## src/iss_pkg.sv

```systemverilog
// Shared types, codes and sizes for the indexed sequence store.
// Used by every module of the block; depends on nothing else.
`default_nettype none

package iss_pkg;

  localparam int CAPACITY   = 16;
  localparam int DATA_WIDTH = 32;
  localparam int IDX_W      = (CAPACITY > 1) ? $clog2(CAPACITY) : 1;
  localparam int CNT_W      = $clog2(CAPACITY + 1);
  localparam int CMP_W      = (CNT_W > 5) ? CNT_W : 5;

  localparam logic [2:0] REQ_READ   = 3'd0;
  localparam logic [2:0] REQ_INSERT = 3'd1;
  localparam logic [2:0] REQ_REMOVE = 3'd2;
  localparam logic [2:0] REQ_APPEND = 3'd3;
  localparam logic [2:0] REQ_CLEAR  = 3'd4;

  localparam logic [1:0] STS_OK    = 2'd0;
  localparam logic [1:0] STS_RANGE = 2'd1;
  localparam logic [1:0] STS_FULL  = 2'd2;

  typedef enum logic [2:0] {
    S_IDLE,
    S_DECODE,
    S_READ,
    S_SHIFT_UP,
    S_SHIFT_DN,
    S_PUT,
    S_DONE
  } iss_state_t;

  typedef struct packed {
    logic [2:0]  req_type;
    logic [4:0]  index;
    logic [31:0] value;
  } iss_in_t;

  typedef struct packed {
    logic [31:0] read_value;
    logic [1:0]  status;
    logic [4:0]  count;
  } iss_out_t;

  typedef struct packed {
    logic                  we;
    logic [IDX_W-1:0]      waddr;
    logic [DATA_WIDTH-1:0] wdata;
    logic [IDX_W-1:0]      raddr;
  } iss_mem_ctrl_t;

endpackage

`default_nettype wire

```

## src/iss_mem.sv

```systemverilog
// Word store of the sequence: one write port and one registered read port.
// Depends on iss_pkg for sizes and the control struct.
`default_nettype none

module iss_mem
  import iss_pkg::*;
(
  input  wire logic                  clk,
  input  wire iss_mem_ctrl_t         ctrl,
  output logic [DATA_WIDTH-1:0]      rdata
);

  logic [DATA_WIDTH-1:0] mem [CAPACITY];
  logic [DATA_WIDTH-1:0] rdata_r;

  always_ff @(posedge clk) begin
    if (ctrl.we) begin
      mem[ctrl.waddr] <= ctrl.wdata;
    end
    rdata_r <= mem[ctrl.raddr];
  end

  assign rdata = rdata_r;

endmodule

`default_nettype wire

```

## src/iss_seq.sv

```systemverilog
// Sequencer of the store: decodes a request, checks it against the count and
// moves words one place per cycle through the memory port. Depends on iss_pkg.
`default_nettype none

module iss_seq
  import iss_pkg::*;
(
  input  wire logic                  clk,
  input  wire logic                  rst_n,
  input  wire logic                  start,
  input  wire iss_in_t               req,
  input  wire logic [DATA_WIDTH-1:0] rdata,
  output logic                       busy,
  output iss_mem_ctrl_t              ctrl,
  output logic                       res_valid,
  output iss_out_t                   res
);

  iss_state_t        state_r, state_nxt;
  logic [2:0]        req_r;
  logic [4:0]        pos_r;
  logic [31:0]       value_r;
  logic [CNT_W-1:0]  count_r, count_nxt;
  logic [CNT_W-1:0]  ptr_r, ptr_nxt;
  logic [CNT_W-1:0]  tgt_r, tgt_nxt;
  logic [31:0]       rd_r, rd_nxt;
  logic [1:0]        sts_r, sts_nxt;

  logic              accept;
  logic [CMP_W-1:0]  pos_ext, cnt_ext;
  logic              range_rd, range_ins, full;
  logic [CNT_W-1:0]  tgt;
  logic              at_tgt, rm_last, up_last, dn_last;

  assign accept = start && (state_r == S_IDLE);
  assign busy   = (state_r != S_IDLE);

  always_comb begin
    pos_ext   = CMP_W'(pos_r);
    cnt_ext   = CMP_W'(count_r);
    range_rd  = (pos_ext >= cnt_ext);
    range_ins = (pos_ext > cnt_ext);
    full      = (count_r == CNT_W'(CAPACITY));
    tgt       = (req_r == REQ_APPEND) ? count_r : CNT_W'(pos_r);
    at_tgt    = (count_r == tgt);
    rm_last   = (({1'b0, tgt} + (CNT_W + 1)'(1)) == {1'b0, count_r});
    up_last   = ((ptr_r - CNT_W'(1)) == tgt_r);
    dn_last   = (({1'b0, ptr_r} + (CNT_W + 1)'(2)) == {1'b0, count_r});
  end

  always_comb begin
    state_nxt = state_r;
    case (state_r)
      S_IDLE: begin
        if (accept) state_nxt = S_DECODE;
      end
      S_DECODE: begin
        case (req_r)
          REQ_READ:   state_nxt = range_rd ? S_DONE : S_READ;
          REQ_INSERT: begin
            if (range_ins || full) state_nxt = S_DONE;
            else state_nxt = at_tgt ? S_PUT : S_SHIFT_UP;
          end
          REQ_APPEND: state_nxt = full ? S_DONE : S_PUT;
          REQ_REMOVE: begin
            if (range_rd || rm_last) state_nxt = S_DONE;
            else state_nxt = S_SHIFT_DN;
          end
          default:    state_nxt = S_DONE;
        endcase
      end
      S_READ:     state_nxt = S_DONE;
      S_SHIFT_UP: state_nxt = up_last ? S_PUT : S_SHIFT_UP;
      S_SHIFT_DN: state_nxt = dn_last ? S_DONE : S_SHIFT_DN;
      S_PUT:      state_nxt = S_DONE;
      S_DONE:     state_nxt = S_IDLE;
      default:    state_nxt = S_IDLE;
    endcase
  end

  always_comb begin
    ctrl       = '0;
    count_nxt  = count_r;
    ptr_nxt    = ptr_r;
    tgt_nxt    = tgt_r;
    rd_nxt     = rd_r;
    sts_nxt    = sts_r;
    res_valid  = 1'b0;
    res        = '0;
    case (state_r)
      S_IDLE: begin
        if (accept) begin
          rd_nxt  = '0;
          sts_nxt = STS_OK;
        end
      end
      S_DECODE: begin
        tgt_nxt = tgt;
        case (req_r)
          REQ_READ: begin
            if (range_rd) sts_nxt = STS_RANGE;
            ctrl.raddr = tgt[IDX_W-1:0];
          end
          REQ_INSERT, REQ_APPEND: begin
            if ((req_r == REQ_INSERT) && range_ins) begin
              sts_nxt = STS_RANGE;
            end else if (full) begin
              sts_nxt = STS_FULL;
            end else begin
              ptr_nxt    = count_r;
              ctrl.raddr = IDX_W'(count_r - CNT_W'(1));
            end
          end
          REQ_REMOVE: begin
            if (range_rd) begin
              sts_nxt = STS_RANGE;
            end else begin
              ptr_nxt    = tgt;
              ctrl.raddr = IDX_W'(tgt + CNT_W'(1));
              if (rm_last) count_nxt = count_r - CNT_W'(1);
            end
          end
          REQ_CLEAR: count_nxt = '0;
          default: ;
        endcase
      end
      S_READ: rd_nxt = 32'(rdata);
      S_SHIFT_UP: begin
        ctrl.we    = 1'b1;
        ctrl.waddr = ptr_r[IDX_W-1:0];
        ctrl.wdata = rdata;
        ctrl.raddr = IDX_W'(ptr_r - CNT_W'(2));
        ptr_nxt    = ptr_r - CNT_W'(1);
      end
      S_SHIFT_DN: begin
        ctrl.we    = 1'b1;
        ctrl.waddr = ptr_r[IDX_W-1:0];
        ctrl.wdata = rdata;
        ctrl.raddr = IDX_W'(ptr_r + CNT_W'(2));
        ptr_nxt    = ptr_r + CNT_W'(1);
        if (dn_last) count_nxt = count_r - CNT_W'(1);
      end
      S_PUT: begin
        ctrl.we    = 1'b1;
        ctrl.waddr = tgt_r[IDX_W-1:0];
        ctrl.wdata = DATA_WIDTH'(value_r);
        count_nxt  = count_r + CNT_W'(1);
      end
      S_DONE: begin
        res_valid      = 1'b1;
        res.read_value = rd_r;
        res.status     = sts_r;
        res.count      = 5'(count_r);
      end
      default: ;
    endcase
  end

  always_ff @(posedge clk) begin
    if (!rst_n) begin
      state_r <= S_IDLE;
      count_r <= '0;
    end else begin
      state_r <= state_nxt;
      count_r <= count_nxt;
    end
  end

  always_ff @(posedge clk) begin
    if (accept) begin
      req_r   <= req.req_type;
      pos_r   <= req.index;
      value_r <= req.value;
    end
    ptr_r <= ptr_nxt;
    tgt_r <= tgt_nxt;
    rd_r  <= rd_nxt;
    sts_r <= sts_nxt;
  end

  a_count_bound: assert property (@(posedge clk) disable iff (!rst_n)
    count_r <= CNT_W'(CAPACITY))
    else $error("stored count exceeds capacity");

  a_write_state: assert property (@(posedge clk) disable iff (!rst_n)
    ctrl.we |-> (state_r == S_SHIFT_UP || state_r == S_SHIFT_DN || state_r == S_PUT))
    else $error("memory written outside a move or put step");

  a_up_ptr: assert property (@(posedge clk) disable iff (!rst_n)
    (state_r == S_SHIFT_UP) |-> (ptr_r > tgt_r))
    else $error("upward shift ran past the insert position");

  a_done_once: assert property (@(posedge clk) disable iff (!rst_n)
    (state_r == S_DONE) |=> (state_r == S_IDLE))
    else $error("result step did not return to idle");

  a_accept: assert property (@(posedge clk) disable iff (!rst_n)
    accept |=> (state_r == S_DECODE))
    else $error("accepted request not decoded");

endmodule

`default_nettype wire

```

## src/indexed_sequence_store.sv

```systemverilog
// Top level of the indexed sequence store: sequencer, word memory and the
// result register. Depends on iss_pkg, iss_seq and iss_mem.
//
// A request is transferred when start is high and busy is low; busy stays
// high until the request is finished. Each word move is its own step on the
// memory port, so an insert, or a remove of a word other than the last,
// takes longer the further its index lies below the count. The result
// appears on out_data for exactly one cycle with out_valid high, in the
// first cycle in which busy is low again, so the next request can be
// transferred in that same cycle; the receiver cannot stall it. Only the
// low DATA_WIDTH bits of a value are stored.
`default_nettype none

module indexed_sequence_store
  import iss_pkg::*;
(
  input  wire logic     clk,
  input  wire logic     rst_n,
  input  wire logic     start,
  input  wire iss_in_t  in_data,
  output logic          busy,
  output logic          out_valid,
  output iss_out_t      out_data
);

  iss_mem_ctrl_t         ctrl;
  logic [DATA_WIDTH-1:0] rdata;
  logic                  res_valid;
  iss_out_t              res;
  logic                  out_valid_r;
  iss_out_t              out_data_r;

  iss_seq u_seq (
    .clk       (clk),
    .rst_n     (rst_n),
    .start     (start),
    .req       (in_data),
    .rdata     (rdata),
    .busy      (busy),
    .ctrl      (ctrl),
    .res_valid (res_valid),
    .res       (res)
  );

  iss_mem u_mem (
    .clk   (clk),
    .ctrl  (ctrl),
    .rdata (rdata)
  );

  always_ff @(posedge clk) begin
    if (!rst_n) begin
      out_valid_r <= 1'b0;
    end else begin
      out_valid_r <= res_valid;
    end
  end

  always_ff @(posedge clk) begin
    if (res_valid) begin
      out_data_r <= res;
    end
  end

  assign out_valid = out_valid_r;
  assign out_data  = out_data_r;

endmodule

`default_nettype wire

```

## config.mk

```make
export PLATFORM = sky130hd
export DESIGN_NAME = indexed_sequence_store
export DESIGN_NICKNAME = d
export VERILOG_FILES = /design/src/iss_pkg.sv /design/src/iss_mem.sv /design/src/iss_seq.sv /design/src/indexed_sequence_store.sv
export SDC_FILE = /design/constraint.sdc
export NUM_CORES = 1
export LEC_CHECK = 0
export BUFFER_PORTS_ARGS = -buffer_cell sky130_fd_sc_hd__buf_2
export CORE_AREA = 3 3 221 223
export CTS_CLUSTER_DIAMETER = 50
export CTS_CLUSTER_SIZE = 20
export DETAILED_ROUTE_END_ITERATION = 10
export DIE_AREA = 0 0 224 226
export PLACE_DENSITY = 0.71
export REMOVE_ABC_BUFFERS = 1
export SKIP_LAST_GASP = 1
export SYNTH_ARGS = -nofsm -noshare
export SYNTH_HDL_FRONTEND = slang
export SYNTH_SLANG_ARGS = --single-unit
```

## constraint.sdc

```tcl
create_clock -name clk -period 4.8 [get_ports clk]
set_clock_uncertainty 0.05 [all_clocks]
set_input_delay 0.72 -clock clk [delete_from_list [all_inputs] [get_ports clk]]
set_output_delay 0.72 -clock clk [all_outputs]
set_load 0.01 [all_outputs]
```

==> flow_summary.ini, run 1 <==
[synth]
syn_inst = 1588
synth_largest_area_cell = edfxtp_1
syn_area_per_cell_um2 = 16.9
synth_area_leaders = edfxtp_1 (71%), mux2i_1 (9.6%), dfxtp_1 (3.1%)
synth_edf_count = 635
synth.cell_area_um2 = 26800
ys_ff_latch = 676
ys.flop_type = edfxtp_1
synthArstFlopShare_pct = 0
ys_seq_area_share_pct = 74.3
ys_types = 74
yosysWarningCount = 0
synth_top_area_share_pct = 71.2

[sta]
finalCritPeriodShare_pct = 91.3
final-hold-violation-count = 0
slew_violations = 0
min_period_ps = 4380
fmax_mhz = 228
rsz0062_at_grt = no
relSlewSlack_pct = 29.5
finalSetupViolCount = 0
tightest_slew_ps = 1060
setup_slack_ps = 418

[clocking]
cts_max_path_buffers = 3
clock-root-buffer = clkbuf_16
clock-sinks = 676
cts-hold-fix-buffers = 0
post_cts_buffers = 0
cts_buffers = 53
cts_resized = 0
path_clk_slew_ps = 80
cts_tree = done
cts_max_level = 2
clk-insertion-delay-late_ps = 600

[floorplanning]
core_area_um2 = 46800
start_util_pct = 57.2
dieArea_um2 = 50600
die_x_um = 224
die_h_um = 226
row_count = 79
io_pins = 84

[pwr]
p_int_w = 0.0117
p_comb_share_pct = 25.0
peakVddDrop_mv = 0.395
p_clk_share_pct = 27.0
p_leak_nw = 11.8
netSwitchingPower_w = 0.00533
power_frac_seq_pct = 48.0
p_sw_share_pct = 31.3
cellPowerDensity_nw_per_um2 = 567

[global_routing]
antenna_found_initial = 1
grt_usage_pct = 23.2
grt_max_degree = 89
grt_pass1_wl_mm = 87.6
overflow = 0
grt_pass1_vias = 13900

[drt]
num_vias = 14400
vias_per_cell = 6.17
wl_per_cell_um = 25.1
firstDrtPassIters = 5
route.detailed.drc = 0
drtAntennaViolNets = 0
drt-initial-drc-count = 1440
routed_wl_mm = 58.7

[cells_and_area]
num_antenna_cells = 0
nets = 1743
multi_input_area_um2 = 6510
register_area_um2 = 19900
fin_area_um2 = 30000
num-fill-cells = 3249
mostFrequentLayoutCells = edfxtp_1 (635), mux2i_1 (257), buf_2 (83), and2_1 (69), o22ai_1 (68)
final_common_cell = edfxtp_1
drive_above_1_share_pct = 15.3
area_growth_pct = 12.2

[critical_path]
cp-end-kind = flop
cp.required_ps = 5310
path_max_fanout = 16
crit_type = reg2reg
crit_arrival_ps = 4890
crit_path_start_kind = flop

[worst_hold_path]
hold_class = in2reg

[run_status]
outcome = complete, no violations

[place]
hpwl_mm = 32.2
dpl_cell_area_um2 = 28200
gp_congestion = 0.902
pre_cts_ws_ps = 499
placement.io_buffers = 83

[run]
drv_cap = 0
-- power groups by stage --
stage / logic (W) / registers, W / clock network [W]
floorplan: 0.00344 / 0.00817 / 0
global placement: 0.00416 / 0.00829 / 0
detailed placement: 0.00426 / 0.00830 / 0
CTS: 0.00427 / 0.00818 / 0.00469
global route: 0.00463 / 0.00825 / 0.00491
finish: 0.00425 / 0.00818 / 0.00460
-- Yosys cell counts, types with 4 or more instances --
cell	count
a211oi_1	5
o22ai_1	68
xor2_1	11
inv_1	16
nand3b_1	5
buf_4	7
nand3_1	14
nor3_1	14
o21ai_0	20
clkbuf_1	33
nor2b_1	4
buf_1	6
and2_1	70
nor2_1	39
o211ai_1	5
or3_1	32
o221ai_1	36
buf_6	7
nand2b_1	4
ha_1	14
a22o_1	33
dfxtp_1	41
xnor2_1	16
mux2i_1	257
o22a_1	34
nand2_1	39
a21boi_0	5
nand4_1	4
buf_2	36
edfxtp_1	635
a21oi_1	21
-- critical path: stages (launching register included) --
cell,delay (ps)
dfxtp_1,640
inv_1,270
ha_1,400
nand4_1,120
o221ai_1,400
a21oi_2,200
a221oi_1,620
nand3_2,690
buf_4,460
o22a_1,250
o221ai_1,80
or3_1,140
-- flip-flops by register name (all words and copies together), names as in the netlist, 2 cells and up --
| register | flops |
|---|---|
| u_seq.cnt_ext | 5 |
| out_data | 39 |
| u_seq.rd_r | 32 |
| u_mem.mem | 512 |
| u_mem.rdata | 32 |
| u_seq.value_r | 32 |
| u_seq.ptr_r | 5 |
| u_seq.state_r | 3 |
| u_seq.sts_r | 2 |
| u_seq.pos_ext | 5 |
| u_seq.req_r | 3 |
| u_seq.tgt_r | 5 |
-- path summary, 6_finish.rpt --
path                                        from                end  slack [ps]  depth (start not counted)
worst max-delay path            u_seq.cnt_ext[2]    u_mem.rdata[26]         420                         11
worst min-delay path                 in_data[18]  u_seq.value_r[18]         230                          1
worst max register to register  u_seq.cnt_ext[2]    u_mem.rdata[26]         420                         11
worst min register to register    u_seq.rd_r[19]       out_data[26]         470                          1
-- per-layer routing --
layer	up-vias	routed length [um]	track usage [%]
li1	6474	-	-
met1	7320	25300	34.0
met2	520	28000	36.7
met3	106	4040	3.11
met4	0	1410	7.22
met5	-	0	0
-- metrics by stage --
step | instances | util (%) | total power (W) | hold WS, ps | setup TNS (ps)
2_1_floorplan | 1499 | - | 0.0116 | 447 | -451130
3_3_place_gp | 2237 | 60.2 | 0.0124 | 450 | 0
3_5_place_dp | 2237 | 60.2 | 0.0126 | 455 | 0
4_1_cts | 2336 | 64.3 | 0.0171 | 190 | 0
5_1_grt | 2336 | 64.3 | 0.0178 | 206 | 0
6_report | 2336 | 64.3 | 0.0170 | 234 | 0
-- area by class of cell --
cell class              count  area share [%]
multi-input cells         805            21.7
well taps                 607            2.53
clock buffers              63            4.74
flip-flops and latches    676            66.2
clock inverters            36            1.50
inverters                  18           0.242
repair buffers            131            3.12
-- logic make-up (layout without fill, tap and decap cells) --
| logic type | after synthesis | in the layout | share of synthesized area, % |
|---|---|---|---|
| AOI/OAI and AO/OA | 258 | 258 | 7.21 |
| xor gates and xnor gates | 27 | 27 | 0.883 |
| adders and majority gates | 15 | 15 | 0.729 |
| buffers and inverters | 107 | 248 | 1.98 |
| DFF | 676 | 676 | 74.3 |
| muxes | 259 | 259 | 9.71 |
| and+or+nand+nor | 246 | 246 | 5.17 |
No activity file was read; power rests on OpenSTA's default activity.
==> inputs of run 2 (changes only) <==
Settings changed: CORE_AREA 3 3 221 223 to 3 3 216 218, DIE_AREA 0 0 224 226 to 0 0 219 221, PLACE_DENSITY 0.71 to 0.85, TNS_END_PERCENT from default to 1.
==> flow_summary.ini, run 2 (synthesis gave the netlist of run 1 again) <==
[sta]
slew_violations = 0
setup_slack_ps = 449
finalSetupViolCount = 0
finalCritPeriodShare_pct = 90.7
finalSetupTns_ps = 0
rsz0062_at_grt = no
hold_ws_ps = 227
final-hold-violation-count = 0
fmax_mhz = 230
tightest_slew_ps = 1170
relSlewSlack_pct = 21.8
min_period_ps = 4350

[clocking]
cts_max_level = 2
clock-sinks = 676
cts_max_path_buffers = 3
cts_tree = done
post_cts_buffers = 0
clk-insertion-delay-late_ps = 610
cts-hold-fix-buffers = 0
cts_resized = 0
path_clk_slew_ps = 80
clock-root-buffer = clkbuf_16
cts_buffers = 50

[floorplanning]
die_x_um = 219
io_pins = 84
dieArea_um2 = 48400
die_h_um = 221
row_count = 78
core_area_um2 = 45100
start_util_pct = 59.4

[run]
drv_cap = 0

[drt]
wl_per_cell_um = 26.0
drt-initial-drc-count = 1828
route.detailed.drc = 0
num_vias = 15000
drtAntennaViolNets = 0
firstDrtPassIters = 7
routed_wl_mm = 60.4
vias_per_cell = 6.45

[global_routing]
grt_pass1_vias = 14900
grt_max_degree = 66
antenna_found_initial = 0
overflow = 0
grt_pass1_wl_mm = 91.1
grt_usage_pct = 25.0

[place]
hpwl_mm = 34.0
gp_congestion = 0.896
dpl_cell_area_um2 = 28200
placement.io_buffers = 83
pre_cts_ws_ps = 549

[cells_and_area]
regMostFlops = u_mem.mem
area_growth_pct = 12.2
drive_above_1_share_pct = 14.8
final_common_cell = edfxtp_1
largest_register_ffs = 512
nets = 1745
mostFrequentLayoutCells = edfxtp_1 (635), mux2i_1 (257), buf_2 (83), and2_1 (69), o22ai_1 (68)
num_antenna_cells = 0
fin_area_um2 = 30000

[critical_path]
crit_type = reg2reg
critPathTopFamily = compound AO/OA/AOI/OAI gates
path_max_fanout = 65
worstPathBufferInverterCount = 3
cp-end-kind = flop
critical_path.slowest_cell = dfxtp_1
crit_path_start_kind = flop
max_stage_delay_ps = 690
crit_arrival_ps = 4800
cp.required_ps = 5250
critPathMostFrequentCell = buf_12
crit_chain = inv_1 > ha_1 > a21oi_1 > o21ai_0 > nor3_1 > o31ai_4 > buf_12 > buf_12 > mux2i_1 > o22a_1 > o221ai_1 > or3_1

[pwr]
peakVddDrop_mv = 0.329
cellPowerDensity_nw_per_um2 = 573
p_leak_nw = 11.8

[run_status]
outcome = complete, no violations

[worst_hold_path]
hold_class = in2reg
## run 2: path summary, 6_finish.rpt
kind / from / to / slack (ps) / depth (start not counted)
max reg2reg: u_seq.cnt_ext[2] / u_mem.rdata[23] / 450 / 12
max: u_seq.cnt_ext[2] / u_mem.rdata[23] / 450 / 12
min reg2reg: u_seq.rd_r[27] / out_data[34] / 470 / 1
min: in_data[9] / u_seq.value_r[9] / 230 / 1
## run 2: worst reg2reg max path, cell delays in order, from the launching register on
cell	delay, ps
dfxtp_1	690
inv_1	310
ha_1	390
a21oi_1	80
o21ai_0	450
nor3_1	190
o31ai_4	320
buf_12	240
buf_12	400
mux2i_1	410
o22a_1	180
o221ai_1	140
or3_1	410
## run 2: per-layer routing
layer	track usage, %	part of all wire, %	vias up
met5	0	0	-
met4	10.4	3.6	0
met2	39.5	49	820
met1	35.4	39	7581
li1	-	-	6464
met3	3.72	8.7	157
## run 2: where the power goes
part	switching (W)	leakage, nW	total (W)	internal (W)
clock	0.00208	0.884	0.00466	0.00258
sequential	0.000431	6.32	0.00821	0.00777
combinational	0.00277	4.63	0.00434	0.00157
total	0.00528	11.8	0.0172	0.0119
## run 2: cell type report
| cell class | count | area [um2] |
|---|---|---|
| Inverter | 18 | 72.6 |
| Fill cell | 2866 | 15100 |
| Timing Repair Buffer | 136 | 976 |
| Clock buffer | 63 | 1340 |
| Tap cell | 600 | 751 |
| Sequential cell | 676 | 19900 |
| Multi-Input combinational cell | 805 | 6490 |
| Clock inverter | 30 | 502 |
## run 2: per-stage QoR
stage          instances  utilization (%)  total power [W]
3_3_place_gp        2235             62.5           0.0124
3_5_place_dp        2235             62.5           0.0126
4_1_cts             2328             66.6           0.0172
2_1_floorplan       1499                -           0.0116
6_report            2328             66.6           0.0172
5_1_grt             2328             66.6           0.0179
==> inputs of run 3 (changes only) <==
Clock period 4.8 ns to 4.15 ns, I/O delays scaled along.
==> flow_summary.ini, run 3 (synthesis gave the netlist of run 1 again) <==
[pwr]
power_w = 0.0194
netSwitchingPower_w = 0.00608
p_sw_share_pct = 31.3
power_frac_seq_pct = 48.5
p_leak_nw = 11.8
cellPowerDensity_nw_per_um2 = 649
p_int_w = 0.0134
peakVddDrop_mv = 0.350
p_comb_share_pct = 26.2
p_clk_share_pct = 25.3

[clocking]
cts_max_path_buffers = 3
cts_tree = done
clock-sinks = 676
path_clk_slew_ps = 80
cts_max_level = 2
cts-hold-fix-buffers = 0
clock-root-buffer = clkbuf_16
cts_buffers = 49
clk-insertion-delay-late_ps = 630
cts_resized = 0
post_cts_buffers = 0

[drt]
drtAntennaViolNets = 0
wl_per_cell_um = 25.8
routed_wl_mm = 60.2
route.detailed.drc = 0
firstDrtPassIters = 6
num_vias = 15000
vias_per_cell = 6.43
drt-initial-drc-count = 1695

[place]
pre_cts_ws_ps = 433
hpwl_mm = 31.9
gp_congestion = 0.908
placement.io_buffers = 83
dpl_cell_area_um2 = 28300

[cells_and_area]
nets = 1748
area_growth_pct = 11.9
regMostFlops = u_mem.mem
fin_area_um2 = 29900
fin_util_pct = 66.4
num-fill-cells = 2881
largest_register_ffs = 512
final_common_cell = edfxtp_1
drive_above_1_share_pct = 14.8
num_antenna_cells = 0
mostFrequentLayoutCells = edfxtp_1 (635), mux2i_1 (257), buf_2 (83), and2_1 (69), o22ai_1 (68)

[sta]
hold_ws_ps = 120
tightest_slew_ps = 1270
min_period_ps = 3840
setup_slack_ps = 306
finalSetupViolCount = 0
rsz0062_at_grt = no
slew_violations = 0
final-hold-violation-count = 0
relSlewSlack_pct = 14.6
fmax_mhz = 260
finalCritPeriodShare_pct = 92.6

[global_routing]
antenna_found_initial = 0
overflow = 0
grt_pass1_wl_mm = 89.5
grt_max_degree = 53
grt_usage_pct = 24.7
grt_pass1_vias = 14800

[critical_path]
crit_type = reg2reg
critical_path.slowest_cell = dfxtp_1
crit_path_start_kind = flop
cp.required_ps = 4600
crit_chain = inv_1 > ha_1 > nand2_1 > o21ai_0 > nor3_1 > o31ai_4 > buf_12 > buf_12 > mux2i_1 > o22a_1 > o221ai_1 > or3_1
worstPathBufferInverterCount = 3
max_stage_delay_ps = 460
crit_arrival_ps = 4290
critPathMostFrequentCell = buf_12
cp-end-kind = flop
path_max_fanout = 37
critPathTopFamily = compound AO/OA/AOI/OAI gates

[floorplanning]
io_pins = 84
row_count = 78
start_util_pct = 59.4
core_area_um2 = 45100
dieArea_um2 = 48400
die_x_um = 219
die_h_um = 221

[worst_hold_path]
hold_class = in2reg

[run]
drv_cap = 0

[run_status]
outcome = complete, no violations
run 3: cell count changes in the layout (fill, tap and decap cells not counted), sizes merged:
cell | before | now
buf | 136 | 140
bufinv | 10 | 3
clkinvlp | 3 | 5
clkbuf | 63 | 64
inv | 24 | 25
clkinv | 11 | 13
run 3: power by group through the flow:
stage          clock, W  sequential, W  combinational, W
3_5_place_dp          0        0.00957           0.00499
5_1_grt         0.00524        0.00951           0.00544
6_report        0.00491        0.00944           0.00509
4_1_cts         0.00498        0.00943           0.00505
2_1_floorplan         0        0.00945           0.00398
3_3_place_gp          0        0.00953           0.00476
run 3: worst register-to-register path, cell delays in order (launching register included):
cell	delay [ps]
dfxtp_1	460
inv_1	180
ha_1	370
nand2_1	80
o21ai_0	450
nor3_1	170
o31ai_4	320
buf_12	330
buf_12	340
mux2i_1	270
o22a_1	170
o221ai_1	150
or3_1	420
run 3: worst paths after layout:
kind | from | end | slack, ps | cells after the start
worst max register to register | u_seq.cnt_ext[4] | u_mem.rdata[21] | 310 | 12
worst min register to register | u_seq.rd_r[12] | out_data[19] | 460 | 1
worst max-delay path | u_seq.cnt_ext[4] | u_mem.rdata[21] | 310 | 12
worst min-delay path | in_data[13] | u_seq.value_r[13] | 120 | 1
run 3: per-stage QoR:
stage / std cells / TNS (ps)
after global routing: 2331 / 0
after CTS: 2331 / 0
after global placement: 2239 / 0
final: 2331 / 0
after floorplan: 1499 / -471930
after detailed placement: 2239 / 0
run 3: layout make-up:
cell class / count / area (um2) / share of cell area, %
Clock buffer: 64 / 1310 / 4.39
Clock inverter: 28 / 339 / 1.13
Inverter: 18 / 72.6 / 0.242
Multi-Input combinational cell: 805 / 6490 / 21.7
Sequential cell: 676 / 19900 / 66.4
Tap cell: 600 / 751 / 2.51
Timing Repair Buffer: 140 / 1090 / 3.65
run 3: routing by layer:
layer / wire, um / vias up / track usage (%)
met2: 28600 / 866 / 39.1
met1: 23400 / 7502 / 34.7
met4: 2030 / 0 / 9.39
li1: - / 6486 / -
met3: 6170 / 143 / 4.41
met5: 0 / - / 0
